**config.mk**
```make
export PLATFORM = sky130hd
export DESIGN_NAME = hkts_ctrl_flat
export DESIGN_NICKNAME = d
export VERILOG_FILES = /design/src/hdl/hkts_pkg.sv /design/src/hdl/hkts_if.sv /design/src/hdl/hkts_ctrl.sv /design/src/flat_wrapper.sv
export SDC_FILE = /design/constraint.sdc
export NUM_CORES = 1
export LEC_CHECK = 0
export BUFFER_PORTS_ARGS = -buffer_cell sky130_fd_sc_hd__buf_2
export CAP_MARGIN = 0
export CORE_ASPECT_RATIO = 1.5
export CORE_MARGIN = 2
export CORE_UTILIZATION = 30
export DETAILED_ROUTE_END_ITERATION = 10
export HOLD_SLACK_MARGIN = 0.1
export MAX_ROUTING_LAYER = met4
export PLACE_DENSITY = 0.56
export SLEW_MARGIN = 20
export SYNTH_ARGS = -nofsm -noshare
export SYNTH_HDL_FRONTEND = slang
export SYNTH_SLANG_ARGS = --single-unit
```
**constraint.sdc**
```tcl
create_clock -name clk_i -period 15.7 [get_ports clk_i]
set_input_delay 1.57 -clock clk_i [delete_from_list [all_inputs] [get_ports clk_i]]
set_output_delay 1.57 -clock clk_i [all_outputs]
set_load 0.02 [all_outputs]
```
**src/hdl/hkts_pkg.sv**
```systemverilog
`timescale 1ns / 1ps
`default_nettype none
// ----------------------------------------------------------------------------
// Held-Karp tour solver package
// Shared widths, register map, item codes and the sequencer state type.
// ----------------------------------------------------------------------------
package hkts_pkg;

  // Word field widths, fixed by the item format
  localparam int CITY_W     = 4;
  localparam int WEIGHT_IN_W = 16;
  localparam int COST_OUT_W = 20;
  localparam int COUNT_W    = 4;

  // Build defaults
  localparam int DEF_MAX_CITIES  = 12;
  localparam int DEF_WEIGHT_BITS = 16;

  // Configuration port
  localparam int APB_ADDR_W = 3;
  localparam int APB_DATA_W = 32;
  localparam int REG_IDX_W  = APB_ADDR_W - 2;

  localparam logic [REG_IDX_W-1:0] REG_CITY_COUNT = REG_IDX_W'(0);
  localparam logic [COUNT_W-1:0]   CITY_COUNT_RST = COUNT_W'(1);

  // Input word modes
  localparam logic MODE_LOAD  = 1'b0;
  localparam logic MODE_SOLVE = 1'b1;

  // Solver sequencer
  typedef enum logic [3:0] {
    ST_IDLE,
    ST_PICK,
    ST_SCAN,
    ST_FLUSH,
    ST_STORE,
    ST_TOUR_RD,
    ST_TOUR_CAP0,
    ST_TOUR_OUT,
    ST_TOUR_CAP
  } state_e;

endpackage
`default_nettype wire

```
**src/hdl/hkts_if.sv**
```systemverilog
`timescale 1ns / 1ps
`default_nettype none
// ----------------------------------------------------------------------------
// Held-Karp tour solver channels
// Valid/ready channels for input words (loads and solves) and tour words.
// ----------------------------------------------------------------------------
interface hkts_in_if;
  logic                           valid;
  logic                           ready;
  logic                           mode;
  logic [hkts_pkg::CITY_W-1:0]      from_city;
  logic [hkts_pkg::CITY_W-1:0]      to_city;
  logic [hkts_pkg::WEIGHT_IN_W-1:0] weight;

  modport source (output valid, mode, from_city, to_city, weight, input ready);
  modport sink   (input valid, mode, from_city, to_city, weight, output ready);
endinterface

interface hkts_out_if;
  logic                          valid;
  logic                          ready;
  logic [hkts_pkg::CITY_W-1:0]     city;
  logic [hkts_pkg::COST_OUT_W-1:0] tour_cost;
  logic                          last;

  modport source (output valid, city, tour_cost, last, input ready);
  modport sink   (input valid, city, tour_cost, last, output ready);
endinterface
`default_nettype wire

```
**src/hdl/hkts_ctrl.sv**
```systemverilog
`timescale 1ns / 1ps
`default_nettype none
// ----------------------------------------------------------------------------
// Solver sequencer
// Takes input words, fills the subset table bottom-up by read-compare-write
// over the memories, then walks the best-next chain and emits tour words.
// ----------------------------------------------------------------------------
module hkts_ctrl #(
  parameter int MAX_CITIES  = hkts_pkg::DEF_MAX_CITIES,
  parameter int WEIGHT_BITS = hkts_pkg::DEF_WEIGHT_BITS,
  localparam int CIW        = $clog2(MAX_CITIES),
  localparam int CNT_W      = $clog2(MAX_CITIES + 1),
  localparam int COST_W     = WEIGHT_BITS + $clog2(MAX_CITIES),
  localparam int MW         = MAX_CITIES - 1
) (
  input  wire logic                   clk_i,
  input  wire logic                   rst_ni,
  input  wire logic [CNT_W-1:0]       n_i,
  hkts_in_if.sink                     in_if,
  hkts_out_if.source                  out_if,
  // distance memory
  output logic                        dist_we_o,
  output logic      [CIW-1:0]         dist_wrow_o,
  output logic      [CIW-1:0]         dist_wcol_o,
  output logic      [WEIGHT_BITS-1:0] dist_wdata_o,
  output logic      [CIW-1:0]         dist_a_row_o,
  output logic      [CIW-1:0]         dist_a_col_o,
  output logic      [CIW-1:0]         dist_b_row_o,
  input  wire logic [WEIGHT_BITS-1:0] dist_a_data_i,
  input  wire logic [WEIGHT_BITS-1:0] dist_b_data_i,
  // subset table
  output logic                        tbl_we_o,
  output logic      [MW-1:0]          tbl_wmask_o,
  output logic      [CIW-1:0]         tbl_wcity_o,
  output logic      [COST_W-1:0]      tbl_wcost_o,
  output logic      [CIW-1:0]         tbl_wnext_o,
  output logic      [MW-1:0]          tbl_rmask_o,
  output logic      [CIW-1:0]         tbl_rcity_o,
  input  wire logic [COST_W-1:0]      tbl_rcost_i,
  input  wire logic [CIW-1:0]         tbl_rnext_i
);

  hkts_pkg::state_e state_q, state_d;

  logic [MAX_CITIES-1:0] m_q, m_d;
  logic [CIW-1:0]        p_q, p_d;
  logic [CIW-1:0]        nx_q, nx_d;
  logic [CNT_W-1:0]      cnt_q, cnt_d;
  logic [COST_W-1:0]     cost_q, cost_d;

  // compare stage
  logic                  s1_valid_q, s1_valid_d;
  logic                  s1_full_q, s1_full_d;
  logic [CIW-1:0]        s1_nx_q, s1_nx_d;
  logic                  found_q, found_d;
  logic [COST_W-1:0]     best_q, best_d;
  logic [CIW-1:0]        best_city_q, best_city_d;

  // output register
  logic                  out_valid_q, out_valid_d;
  logic [CIW-1:0]        out_city_q, out_city_d;
  logic                  out_last_q, out_last_d;

  logic [MAX_CITIES-1:0] full_mask;
  logic [MAX_CITIES-1:0] next_mask;
  logic [COST_W-1:0]     cand;
  logic                  in_acc;
  logic                  in_range;
  logic                  p_last;
  logic                  nx_last;
  logic                  advance;

  // Mask of all active cities
  always_comb begin
    for (int i = 0; i < MAX_CITIES; i++) begin
      full_mask[i] = (i < int'(n_i));
    end
  end

  assign next_mask = m_q | (MAX_CITIES'(1) << nx_q);
  assign p_last    = (CNT_W'(p_q) == n_i - CNT_W'(1));
  assign nx_last   = (CNT_W'(nx_q) == n_i - CNT_W'(1));
  assign in_acc    = in_if.valid && in_if.ready;
  assign in_range  = (int'(in_if.from_city) < MAX_CITIES) &&
                     (int'(in_if.to_city) < MAX_CITIES);

  // Candidate cost: edge out plus what remains from the next city
  assign cand = COST_W'(dist_a_data_i) +
                (s1_full_q ? COST_W'(dist_b_data_i) : tbl_rcost_i);

  // Load path
  assign in_if.ready  = (state_q == hkts_pkg::ST_IDLE);
  assign dist_we_o    = in_acc && (in_if.mode == hkts_pkg::MODE_LOAD) && in_range;
  assign dist_wrow_o  = CIW'(in_if.from_city);
  assign dist_wcol_o  = CIW'(in_if.to_city);
  assign dist_wdata_o = WEIGHT_BITS'(in_if.weight);

  // Table write port follows the current entry
  assign tbl_wmask_o = m_q[MAX_CITIES-1:1];
  assign tbl_wcity_o = p_q;
  assign tbl_wcost_o = best_q;
  assign tbl_wnext_o = best_city_q;

  // Tour words
  assign out_if.valid     = out_valid_q;
  assign out_if.city      = hkts_pkg::CITY_W'(out_city_q);
  assign out_if.tour_cost = hkts_pkg::COST_OUT_W'(cost_q);
  assign out_if.last      = out_last_q;

  // Next state, addresses and datapath
  always_comb begin
    state_d     = state_q;
    m_d         = m_q;
    p_d         = p_q;
    nx_d        = nx_q;
    cnt_d       = cnt_q;
    cost_d      = cost_q;
    s1_valid_d  = 1'b0;
    s1_full_d   = s1_full_q;
    s1_nx_d     = nx_q;
    found_d     = found_q;
    best_d      = best_q;
    best_city_d = best_city_q;
    out_valid_d = out_valid_q;
    out_city_d  = out_city_q;
    out_last_d  = out_last_q;
    advance     = 1'b0;
    tbl_we_o    = 1'b0;

    dist_a_row_o = p_q;
    dist_a_col_o = nx_q;
    dist_b_row_o = nx_q;
    tbl_rmask_o  = next_mask[MAX_CITIES-1:1];
    tbl_rcity_o  = nx_q;

    // keep the cheapest candidate, lowest city on ties
    if (s1_valid_q && (!found_q || (cand < best_q))) begin
      found_d     = 1'b1;
      best_d      = cand;
      best_city_d = s1_nx_q;
    end

    case (state_q)
      hkts_pkg::ST_IDLE: begin
        if (in_acc && (in_if.mode == hkts_pkg::MODE_SOLVE)) begin
          p_d = '0;
          if (n_i == CNT_W'(1)) begin
            m_d     = MAX_CITIES'(1);
            state_d = hkts_pkg::ST_TOUR_RD;
          end else begin
            m_d     = full_mask - MAX_CITIES'(2);
            state_d = hkts_pkg::ST_PICK;
          end
        end
      end
      hkts_pkg::ST_PICK: begin
        if (m_q[p_q]) begin
          nx_d    = '0;
          found_d = 1'b0;
          state_d = hkts_pkg::ST_SCAN;
        end else begin
          advance = 1'b1;
        end
      end
      hkts_pkg::ST_SCAN: begin
        // issue one candidate per cycle
        s1_valid_d = !m_q[nx_q];
        s1_full_d  = (next_mask == full_mask);
        if (nx_last) begin
          state_d = hkts_pkg::ST_FLUSH;
        end else begin
          nx_d = nx_q + CIW'(1);
        end
      end
      hkts_pkg::ST_FLUSH: begin
        state_d = hkts_pkg::ST_STORE;
      end
      hkts_pkg::ST_STORE: begin
        tbl_we_o = 1'b1;
        advance  = 1'b1;
      end
      hkts_pkg::ST_TOUR_RD: begin
        tbl_rmask_o  = m_q[MAX_CITIES-1:1];
        tbl_rcity_o  = p_q;
        dist_b_row_o = '0;
        state_d      = hkts_pkg::ST_TOUR_CAP0;
      end
      hkts_pkg::ST_TOUR_CAP0: begin
        cost_d      = (n_i == CNT_W'(1)) ? COST_W'(dist_b_data_i) : tbl_rcost_i;
        out_valid_d = 1'b1;
        out_city_d  = '0;
        out_last_d  = 1'b0;
        cnt_d       = CNT_W'(1);
        state_d     = hkts_pkg::ST_TOUR_OUT;
      end
      hkts_pkg::ST_TOUR_OUT: begin
        tbl_rmask_o = m_q[MAX_CITIES-1:1];
        tbl_rcity_o = p_q;
        if (out_if.ready) begin
          if (out_last_q) begin
            out_valid_d = 1'b0;
            state_d     = hkts_pkg::ST_IDLE;
          end else if (cnt_q < n_i) begin
            out_valid_d = 1'b0;
            state_d     = hkts_pkg::ST_TOUR_CAP;
          end else begin
            // close the tour at home
            out_city_d = '0;
            out_last_d = 1'b1;
          end
        end
      end
      hkts_pkg::ST_TOUR_CAP: begin
        p_d         = tbl_rnext_i;
        m_d         = m_q | (MAX_CITIES'(1) << tbl_rnext_i);
        out_valid_d = 1'b1;
        out_city_d  = tbl_rnext_i;
        cnt_d       = cnt_q + CNT_W'(1);
        state_d     = hkts_pkg::ST_TOUR_OUT;
      end
      default: begin
        state_d = hkts_pkg::ST_IDLE;
      end
    endcase

    // Step to the next city, then to the next smaller mask
    if (advance) begin
      if (p_last) begin
        p_d = '0;
        if (m_q == MAX_CITIES'(1)) begin
          state_d = hkts_pkg::ST_TOUR_RD;
        end else begin
          m_d     = m_q - MAX_CITIES'(2);
          state_d = hkts_pkg::ST_PICK;
        end
      end else begin
        p_d     = p_q + CIW'(1);
        state_d = hkts_pkg::ST_PICK;
      end
    end
  end

  // Control registers
  always_ff @(posedge clk_i or negedge rst_ni) begin
    if (!rst_ni) begin
      state_q     <= hkts_pkg::ST_IDLE;
      s1_valid_q  <= 1'b0;
      found_q     <= 1'b0;
      out_valid_q <= 1'b0;
      out_last_q  <= 1'b0;
      cnt_q       <= '0;
    end else begin
      state_q     <= state_d;
      s1_valid_q  <= s1_valid_d;
      found_q     <= found_d;
      out_valid_q <= out_valid_d;
      out_last_q  <= out_last_d;
      cnt_q       <= cnt_d;
    end
  end

  // Payload registers
  always_ff @(posedge clk_i) begin
    m_q         <= m_d;
    p_q         <= p_d;
    nx_q        <= nx_d;
    cost_q      <= cost_d;
    s1_full_q   <= s1_full_d;
    s1_nx_q     <= s1_nx_d;
    best_q      <= best_d;
    best_city_q <= best_city_d;
    out_city_q  <= out_city_d;
  end

endmodule
`default_nettype wire

```
**src/flat_wrapper.sv**
```systemverilog
// flat-port wrapper written by rule: the top's interface ports become plain ports
module hkts_ctrl_flat 
#(
  parameter int MAX_CITIES  = hkts_pkg::DEF_MAX_CITIES,
  parameter int WEIGHT_BITS = hkts_pkg::DEF_WEIGHT_BITS,
  localparam int CIW        = $clog2(MAX_CITIES),
  localparam int CNT_W      = $clog2(MAX_CITIES + 1),
  localparam int COST_W     = WEIGHT_BITS + $clog2(MAX_CITIES),
  localparam int MW         = MAX_CITIES - 1
)
  (clk_i, rst_ni, n_i, dist_we_o, dist_wrow_o, dist_wcol_o, dist_wdata_o, dist_a_row_o, dist_a_col_o, dist_b_row_o, dist_a_data_i, dist_b_data_i, tbl_we_o, tbl_wmask_o, tbl_wcity_o, tbl_wcost_o, tbl_wnext_o, tbl_rmask_o, tbl_rcity_o, tbl_rcost_i, tbl_rnext_i, in_if_valid, in_if_mode, in_if_from_city, in_if_to_city, in_if_weight, in_if_ready, out_if_valid, out_if_city, out_if_tour_cost, out_if_last, out_if_ready);
  hkts_in_if in_if_i ();
  hkts_out_if out_if_i ();
  input  wire logic clk_i;
  input  wire logic rst_ni;
  input  wire logic [CNT_W-1:0] n_i;
  output logic dist_we_o;
  output logic      [CIW-1:0] dist_wrow_o;
  output logic      [CIW-1:0] dist_wcol_o;
  output logic      [WEIGHT_BITS-1:0] dist_wdata_o;
  output logic      [CIW-1:0] dist_a_row_o;
  output logic      [CIW-1:0] dist_a_col_o;
  output logic      [CIW-1:0] dist_b_row_o;
  input  wire logic [WEIGHT_BITS-1:0] dist_a_data_i;
  input  wire logic [WEIGHT_BITS-1:0] dist_b_data_i;
  output logic tbl_we_o;
  output logic      [MW-1:0] tbl_wmask_o;
  output logic      [CIW-1:0] tbl_wcity_o;
  output logic      [COST_W-1:0] tbl_wcost_o;
  output logic      [CIW-1:0] tbl_wnext_o;
  output logic      [MW-1:0] tbl_rmask_o;
  output logic      [CIW-1:0] tbl_rcity_o;
  input  wire logic [COST_W-1:0] tbl_rcost_i;
  input  wire logic [CIW-1:0] tbl_rnext_i;
  input wire logic [$bits(in_if_i.valid)-1:0] in_if_valid;
  input wire logic [$bits(in_if_i.mode)-1:0] in_if_mode;
  input wire logic [$bits(in_if_i.from_city)-1:0] in_if_from_city;
  input wire logic [$bits(in_if_i.to_city)-1:0] in_if_to_city;
  input wire logic [$bits(in_if_i.weight)-1:0] in_if_weight;
  output wire logic [$bits(in_if_i.ready)-1:0] in_if_ready;
  output wire logic [$bits(out_if_i.valid)-1:0] out_if_valid;
  output wire logic [$bits(out_if_i.city)-1:0] out_if_city;
  output wire logic [$bits(out_if_i.tour_cost)-1:0] out_if_tour_cost;
  output wire logic [$bits(out_if_i.last)-1:0] out_if_last;
  input wire logic [$bits(out_if_i.ready)-1:0] out_if_ready;
  assign in_if_i.valid = in_if_valid;
  assign in_if_i.mode = in_if_mode;
  assign in_if_i.from_city = in_if_from_city;
  assign in_if_i.to_city = in_if_to_city;
  assign in_if_i.weight = in_if_weight;
  assign in_if_ready = in_if_i.ready;
  assign out_if_valid = out_if_i.valid;
  assign out_if_city = out_if_i.city;
  assign out_if_tour_cost = out_if_i.tour_cost;
  assign out_if_last = out_if_i.last;
  assign out_if_i.ready = out_if_ready;
  hkts_ctrl #(.MAX_CITIES(MAX_CITIES), .WEIGHT_BITS(WEIGHT_BITS)) u_core (.clk_i(clk_i), .rst_ni(rst_ni), .n_i(n_i), .in_if(in_if_i), .out_if(out_if_i), .dist_we_o(dist_we_o), .dist_wrow_o(dist_wrow_o), .dist_wcol_o(dist_wcol_o), .dist_wdata_o(dist_wdata_o), .dist_a_row_o(dist_a_row_o), .dist_a_col_o(dist_a_col_o), .dist_b_row_o(dist_b_row_o), .dist_a_data_i(dist_a_data_i), .dist_b_data_i(dist_b_data_i), .tbl_we_o(tbl_we_o), .tbl_wmask_o(tbl_wmask_o), .tbl_wcity_o(tbl_wcity_o), .tbl_wcost_o(tbl_wcost_o), .tbl_wnext_o(tbl_wnext_o), .tbl_rmask_o(tbl_rmask_o), .tbl_rcity_o(tbl_rcity_o), .tbl_rcost_i(tbl_rcost_i), .tbl_rnext_i(tbl_rnext_i));
endmodule
```
### Word-level counts from Yosys, hierarchy flattened

Index checks and enable logic that the tools add are counted.

* bits in registers: 85
* input bits: 89

* add/sub/neg operators: 7
* $lt $le $gt $ge: 18
* eq/ne operators: 25
* shift operators: 2
* multiplexer cells: 53
* bitwise gates (word level): 3
* reduce and logical (&&, ||, !) cells: 24

Operators by type and width (count)
* $mux W4: 17
* $mux W12: 5
* $pmux W4 S8: 1
* $or A12 B12 Y12: 2
* $pmux W12 S2: 1
* $pmux W4 S2: 3
* $shl A1 B4 Y12 const A: 2
* $sub A12 B2 Y12 const B: 2
* $add A16 B20 Y20: 1
* $lt A20 B20 Y1: 1
* $mux W20: 1
* $eq A4 B3 Y1 const B: 4
* $lt A3 B4 Y1 const A: 4
* $lt A4 B4 Y1 const A: 4
* $mux W16: 1
* $mux W1: 14
* $add A4 B1 Y4 const B: 3
* $eq A12 B1 Y1 const B: 1
* $eq A12 B12 Y1: 1
* $pmux W4 S3: 1
* $mux W11: 1
* $lt A4 B5 Y1 const B: 2
* $mux W3: 3
* $ne A3 B1 Y1 const B: 3
* 28 further kinds: 54

### Logic depth before layout (Yosys ltp)

* word-level depth: 8
* depth in mapped cells: 19
* depth with buffers taken out: 17

### Worst setup path before layout

No wires, ideal clock.

* path type: input-to-reg
* from: in dist_b_data_i[0]
* to: reg u_core.best_q[0] (netlist: u_core.tbl_wcost_o[0]) (enable)
* setup time: 413 ps
* data arrival time: 5490 ps
* required time: 15287 ps
* setup slack: 9797 ps
* stages on the path: 16
* path buffers: 0
* cell sequence: mux2_2 > ha_1 > inv_1 > fa_1 > nor2b_1 > o31a_1 > o31a_1 > o221ai_1 > o21ai_1 > a221o_1 > ha_1 > a21oi_1 > nor2b_1 > o21ai_0 > o211ai_1 > a21oi_1

* word-level cells in the longest chain between the ends: 5

RTL lines
* start: declaration: line flat_wrapper.sv:25 `input wire logic [WEIGHT_BITS-1:0] dist_b_data_i;`
* $mux W20: line hkts_ctrl.sv:89 `(s1_full_q ? COST_W'(dist_b_data_i) : tbl_rcost_i);`
* $add A16 B20 Y20: line hkts_ctrl.sv:88 `assign cand = COST_W'(dist_a_data_i) +`
* via u_core.cand[18]: line hkts_ctrl.sv:66 `logic [COST_W-1:0] cand;`
* $lt A20 B20 Y1: line hkts_ctrl.sv:137 `if (s1_valid_q && (!found_q || (cand < best_q))) begin`
* $logic_or A1 B1 Y1: line hkts_ctrl.sv:137
* $logic_and A1 B1 Y1: line hkts_ctrl.sv:137
* end signal: assignment: line hkts_ctrl.sv:270 `best_q <= best_d;`
* end: declaration: line hkts_ctrl.sv:56 `logic [COST_W-1:0] best_q, best_d;`

The timed path passes the listed nets, and every way through them passes these cells.
A chain may end at the register's enable or synchronous reset.

### Worst setup path after layout

* from: in dist_b_data_i[0]
* to: reg u_core.best_city_q[0] (netlist: u_core.tbl_wnext_o[0]) (enable)

* word-level cells in the longest chain between the ends: 5

RTL lines
* $mux W20: line hkts_ctrl.sv:89
* $add A16 B20 Y20: line hkts_ctrl.sv:88
* via u_core.cand[18]: line hkts_ctrl.sv:66
* $lt A20 B20 Y1: line hkts_ctrl.sv:137
* $logic_or A1 B1 Y1: line hkts_ctrl.sv:137
* $logic_and A1 B1 Y1: line hkts_ctrl.sv:137
* end signal: assignment: line hkts_ctrl.sv:271 `best_city_q <= best_city_d;`
* end: declaration: line hkts_ctrl.sv:57 `logic [CIW-1:0] best_city_q, best_city_d;`

The timed path passes the listed nets, and every way through them passes these cells.

==> impl_summary.log <==
INFO  metric p_leak = about 3.5 nW
INFO  metric nNetsFinal = around 1000
INFO  metric clock_insertion_delay_at_the_later_pin_of_the_skew_report = 360 ps
INFO  metric setup_tns = 0 ps
INFO  metric max_cap_viols = 0
INFO  metric design.die.area = between 20000 and 25000 µm²
INFO  metric netlist_top_cells_area = sky130_fd_sc_hd__edfxtp_1, sky130_fd_sc_hd__ha_1, sky130_fd_sc_hd__nand2_1
INFO  metric flow.area_growth_from_synthesis = 15.6%
INFO  metric total_power = approximately 1.4 mW
INFO  metric largest_buffer_count_on_any_clock_path = 2
INFO  metric required = between 15000 and 20000 ps
INFO  metric setup_viol = 0
INFO  metric crit_type = input port to register
INFO  metric final_hold_viol_count = 0
INFO  metric dpl_worst_slack = approximately 10000 ps
INFO  metric commonest_non_fill_non_tap_cell_in_the_layout = sky130_fd_sc_hd__buf_2
INFO  metric cts-buffers-inserted = 9
INFO  metric number_of_remaining_drc_errors = 0
INFO  metric synth.yosys.seq_area_share = around a third
INFO  metric mostFrequentLayoutCells = sky130_fd_sc_hd__buf_2, sky130_fd_sc_hd__nand2_1, sky130_fd_sc_hd__edfxtp_1, sky130_fd_sc_hd__ha_1, sky130_fd_sc_hd__a21oi_1
INFO  metric mappedNetlistArea = slightly below 7000 µm²
INFO  metric postSynth.asyncResetShare = between 10% and 20%
INFO  metric syn-num-nets = slightly above 900
INFO  metric count_of_inserted_antenna_diode_cells = 0
INFO  metric period_share = roughly a third
INFO  metric vias_per_cell = between 5 and 6
INFO  metric routed-wl-met3 = roughly 1200 µm
INFO  metric routed-wl-met2 = 11800 µm
INFO  metric finalCoreUtilization = between 30% and 40%
INFO  metric wl_per_cell = ~19 µm
INFO  metric crit_path_start_kind = input port
INFO  metric worst_slew_margin_rel = 30.5%
INFO  metric ys.flop_type = sky130_fd_sc_hd__edfxtp_1
INFO  metric drt-initial-drc-count = between 300 and 400
INFO  metric post_synth_inst_count = a little under 800
INFO  metric final_area = 8000 µm²
INFO  metric grt_antenna_before_repair = 0
INFO  metric detail_route.wirelength = ~22000 µm
INFO  metric floorplan.initialDensity = 30.3%
INFO  metric maximum_resistive_drop_on_vdd = about 100 µV
INFO  metric status = complete, no violations
INFO  metric grt_overflow_total = 0
INFO  metric route.layer.met1.wl = around 8500 µm
INFO  metric timing_worst_slew_pin_value = between 1000 and 1500 ps
INFO  metric pin_count_of_the_biggest_net_entering_global_routing = 25
INFO  metric worst_ep_arrival_time = ~5200 ps
INFO  metric synth-seq-cells = 85
INFO  metric die_width = between 100 and 150 µm
INFO  metric core_area = roughly 23000 µm²
INFO  metric clock_pin_transition_on_the_worst_setup_and_hold_timing_paths = 60 ps
INFO  metric place.gp.congestion = 0.903
INFO  metric max_clock_freq = between 150 and 200 MHz
INFO  metric synth_edf_count = 58
INFO  metric cts.hold.buffers_added = 0
INFO  metric routed.top_layer = met4
INFO  metric crit_fanout = 24
INFO  metric number_of_buffers_inserted_by_port_buffering = 167
INFO  metric worstSetupEndpointType = register
INFO  metric tritoncts = done
INFO  metric post-cts-setup-buffers = 0
INFO  metric drive_above_1_share = roughly a quarter
INFO  metric rsz0062_at_grt = false
INFO  metric drv_slew = 0
INFO  metric clock_tree.htree_level_count = 3
INFO  metric hold_class = register to register
INFO  metric number_of_global_route_vias_before_repair = 6040
INFO  metric layout_min_cycle_time = 5180 ps
INFO  metric dp.final_hpwl = about 18000 µm
INFO  metric synthDominantCellAreaShare = about a quarter
INFO  metric synthDistinctLibCells = between 70 and 80
INFO  metric ioPinCount = 208
INFO  metric globalRouteTotalUtil = roughly a fifth
INFO  metric chipHeight = between 150 and 200 µm
INFO  metric vias_after_detailed_routing = around 6200
INFO  metric postRouteAntennaNets = 0
INFO  metric synth_top_area_cell = sky130_fd_sc_hd__edfxtp_1
INFO  metric syn_area_per_cell = 8.90 µm²
INFO  metric placement_rows = roughly 70
INFO  metric fin_skew = roughly 8.1 ps
INFO  metric cts.repair.resized = 0
INFO  metric yosys_warnings = 0
INFO  metric grt_pass1_wl = around 34000 µm
INFO  metric first_pass_iters = 5
INFO  metric placedInstanceArea = slightly below 8000 µm²
INFO  metric clock_sink_count = 85
INFO  metric cts_root_buf = sky130_fd_sc_hd__clkbuf_16
INFO  metric cellPowerDensity = between 150 and 200 nW/µm²
INFO  metric fin_ws = around 11000 ps
-- cells in the mapped netlist (9+ instances only) --
master,count
sky130_fd_sc_hd__edfxtp_1,58
sky130_fd_sc_hd__ha_1,55
sky130_fd_sc_hd__buf_4,39
sky130_fd_sc_hd__nor2_1,51
sky130_fd_sc_hd__mux2i_1,9
sky130_fd_sc_hd__a31oi_1,11
sky130_fd_sc_hd__mux2_2,17
sky130_fd_sc_hd__xnor2_1,25
sky130_fd_sc_hd__inv_1,50
sky130_fd_sc_hd__a21o_1,19
sky130_fd_sc_hd__o211ai_1,9
sky130_fd_sc_hd__a21oi_1,53
sky130_fd_sc_hd__nand2_1,93
sky130_fd_sc_hd__and2_1,11
sky130_fd_sc_hd__nor2b_1,11
sky130_fd_sc_hd__o21ai_0,28
sky130_fd_sc_hd__clkbuf_1,28
sky130_fd_sc_hd__nor3_1,20
sky130_fd_sc_hd__dfxtp_1,15
sky130_fd_sc_hd__dfrtp_1,12
sky130_fd_sc_hd__nand3_1,15
-- worst paths after layout --
check / startpoint / cells past startpoint / slack [ps] / end
setup / recovery: dist_b_data_i[0] / 18 / 10520 / u_core.tbl_wnext_o[0]
hold / removal: u_core.s1_nx_q[0] / 0 / 400 / u_core.tbl_wnext_o[0]
setup reg to reg: u_core.s1_full_q / 17 / 10640 / u_core.tbl_wnext_o[0]
hold reg to reg: u_core.s1_nx_q[0] / 0 / 400 / u_core.tbl_wnext_o[0]
max in group asynchronous: rst_ni / 1 / 14390 / u_core.cnt_q[0]
min in group asynchronous: rst_ni / 1 / 1090 / u_core.state_q[1]
-- cell type report --
class                           count  area (µm²)
Timing Repair Buffer              170         858
Sequential cell                    85        2340
Multi-Input combinational cell    565        3940
Clock buffer                       10         229
Fill cell                        2387       14800
Tap cell                          280         350
Clock inverter                      5        76.3
Inverter                           52         195
-- sequential cells by signal, summed over array words and instances (netlist names) --
name and cells:
u_core.out_if.last 1, u_core.tbl_wcost_o 20, u_core.tbl_wnext_o 4, u_core.out_if.valid 1
u_core.out_if.city 4, u_core.dist_a_row_o 4, u_core.found_q 1, u_core.dist_a_col_o 4
u_core.cnt_q 4, u_core.m_q 12, u_core.state_q 4, u_core.s1_nx_q 4
u_core.s1_valid_q 1, u_core.s1_full_q 1, u_core.out_if.tour_cost 20
-- stage by stage --
stage | std cells | hold slack (ps)
detailed placement | 1152 | 390
global route | 1167 | 407
CTS | 1167 | 406
finish | 1167 | 403
global placement | 1152 | 387
floorplan | 777 | 386
-- cells by family (layout without fill, tap and decap cells) --
kind of cell	count (synthesis)	in the layout	share of synthesized area (%)
xor gates and xnor gates	34	34	4.51
and+or+nand+nor	253	253	17.9
adders and majority gates	56	56	10.2
buffers and inverters	127	237	9.19
DFF	85	85	33.9
muxes	32	32	6.02
AOI/OAI and AO/OA	190	190	18.3
-- metal layers --
| layer | GRT usage, % | vias up |
|---|---|---|
| met3 | 2.62 | 44 |
| met5 | - | - |
| met2 | 34.4 | 257 |
| li1 | - | 2972 |
| met1 | 19.8 | 2897 |
| met4 | 7.61 | 0 |
-- worst max-delay path, stage by stage --
cell and delay [ps]:
sky130_fd_sc_hd__buf_2 110, sky130_fd_sc_hd__mux2_2 260, sky130_fd_sc_hd__ha_1 190, sky130_fd_sc_hd__inv_1 70
sky130_fd_sc_hd__fa_1 210, sky130_fd_sc_hd__nor2b_1 70, sky130_fd_sc_hd__o31a_1 270, sky130_fd_sc_hd__o31a_1 290
sky130_fd_sc_hd__o221ai_1 370, sky130_fd_sc_hd__o21ai_1 180, sky130_fd_sc_hd__a221o_1 390, sky130_fd_sc_hd__ha_1 300
sky130_fd_sc_hd__a21oi_1 130, sky130_fd_sc_hd__nor2b_1 50, sky130_fd_sc_hd__o21ai_0 150, sky130_fd_sc_hd__o211ai_1 120
sky130_fd_sc_hd__a21oi_2 110, sky130_fd_sc_hd__buf_4 340
-- where the power goes --
part           leakage, nW  switching, mW  total [mW]  internal (mW)
sequential           0.808          0.131       0.458          0.327
combinational         2.59          0.424       0.707          0.283
clock                0.146         0.0942       0.232          0.138
No activity file was read; power rests on OpenSTA's default activity.
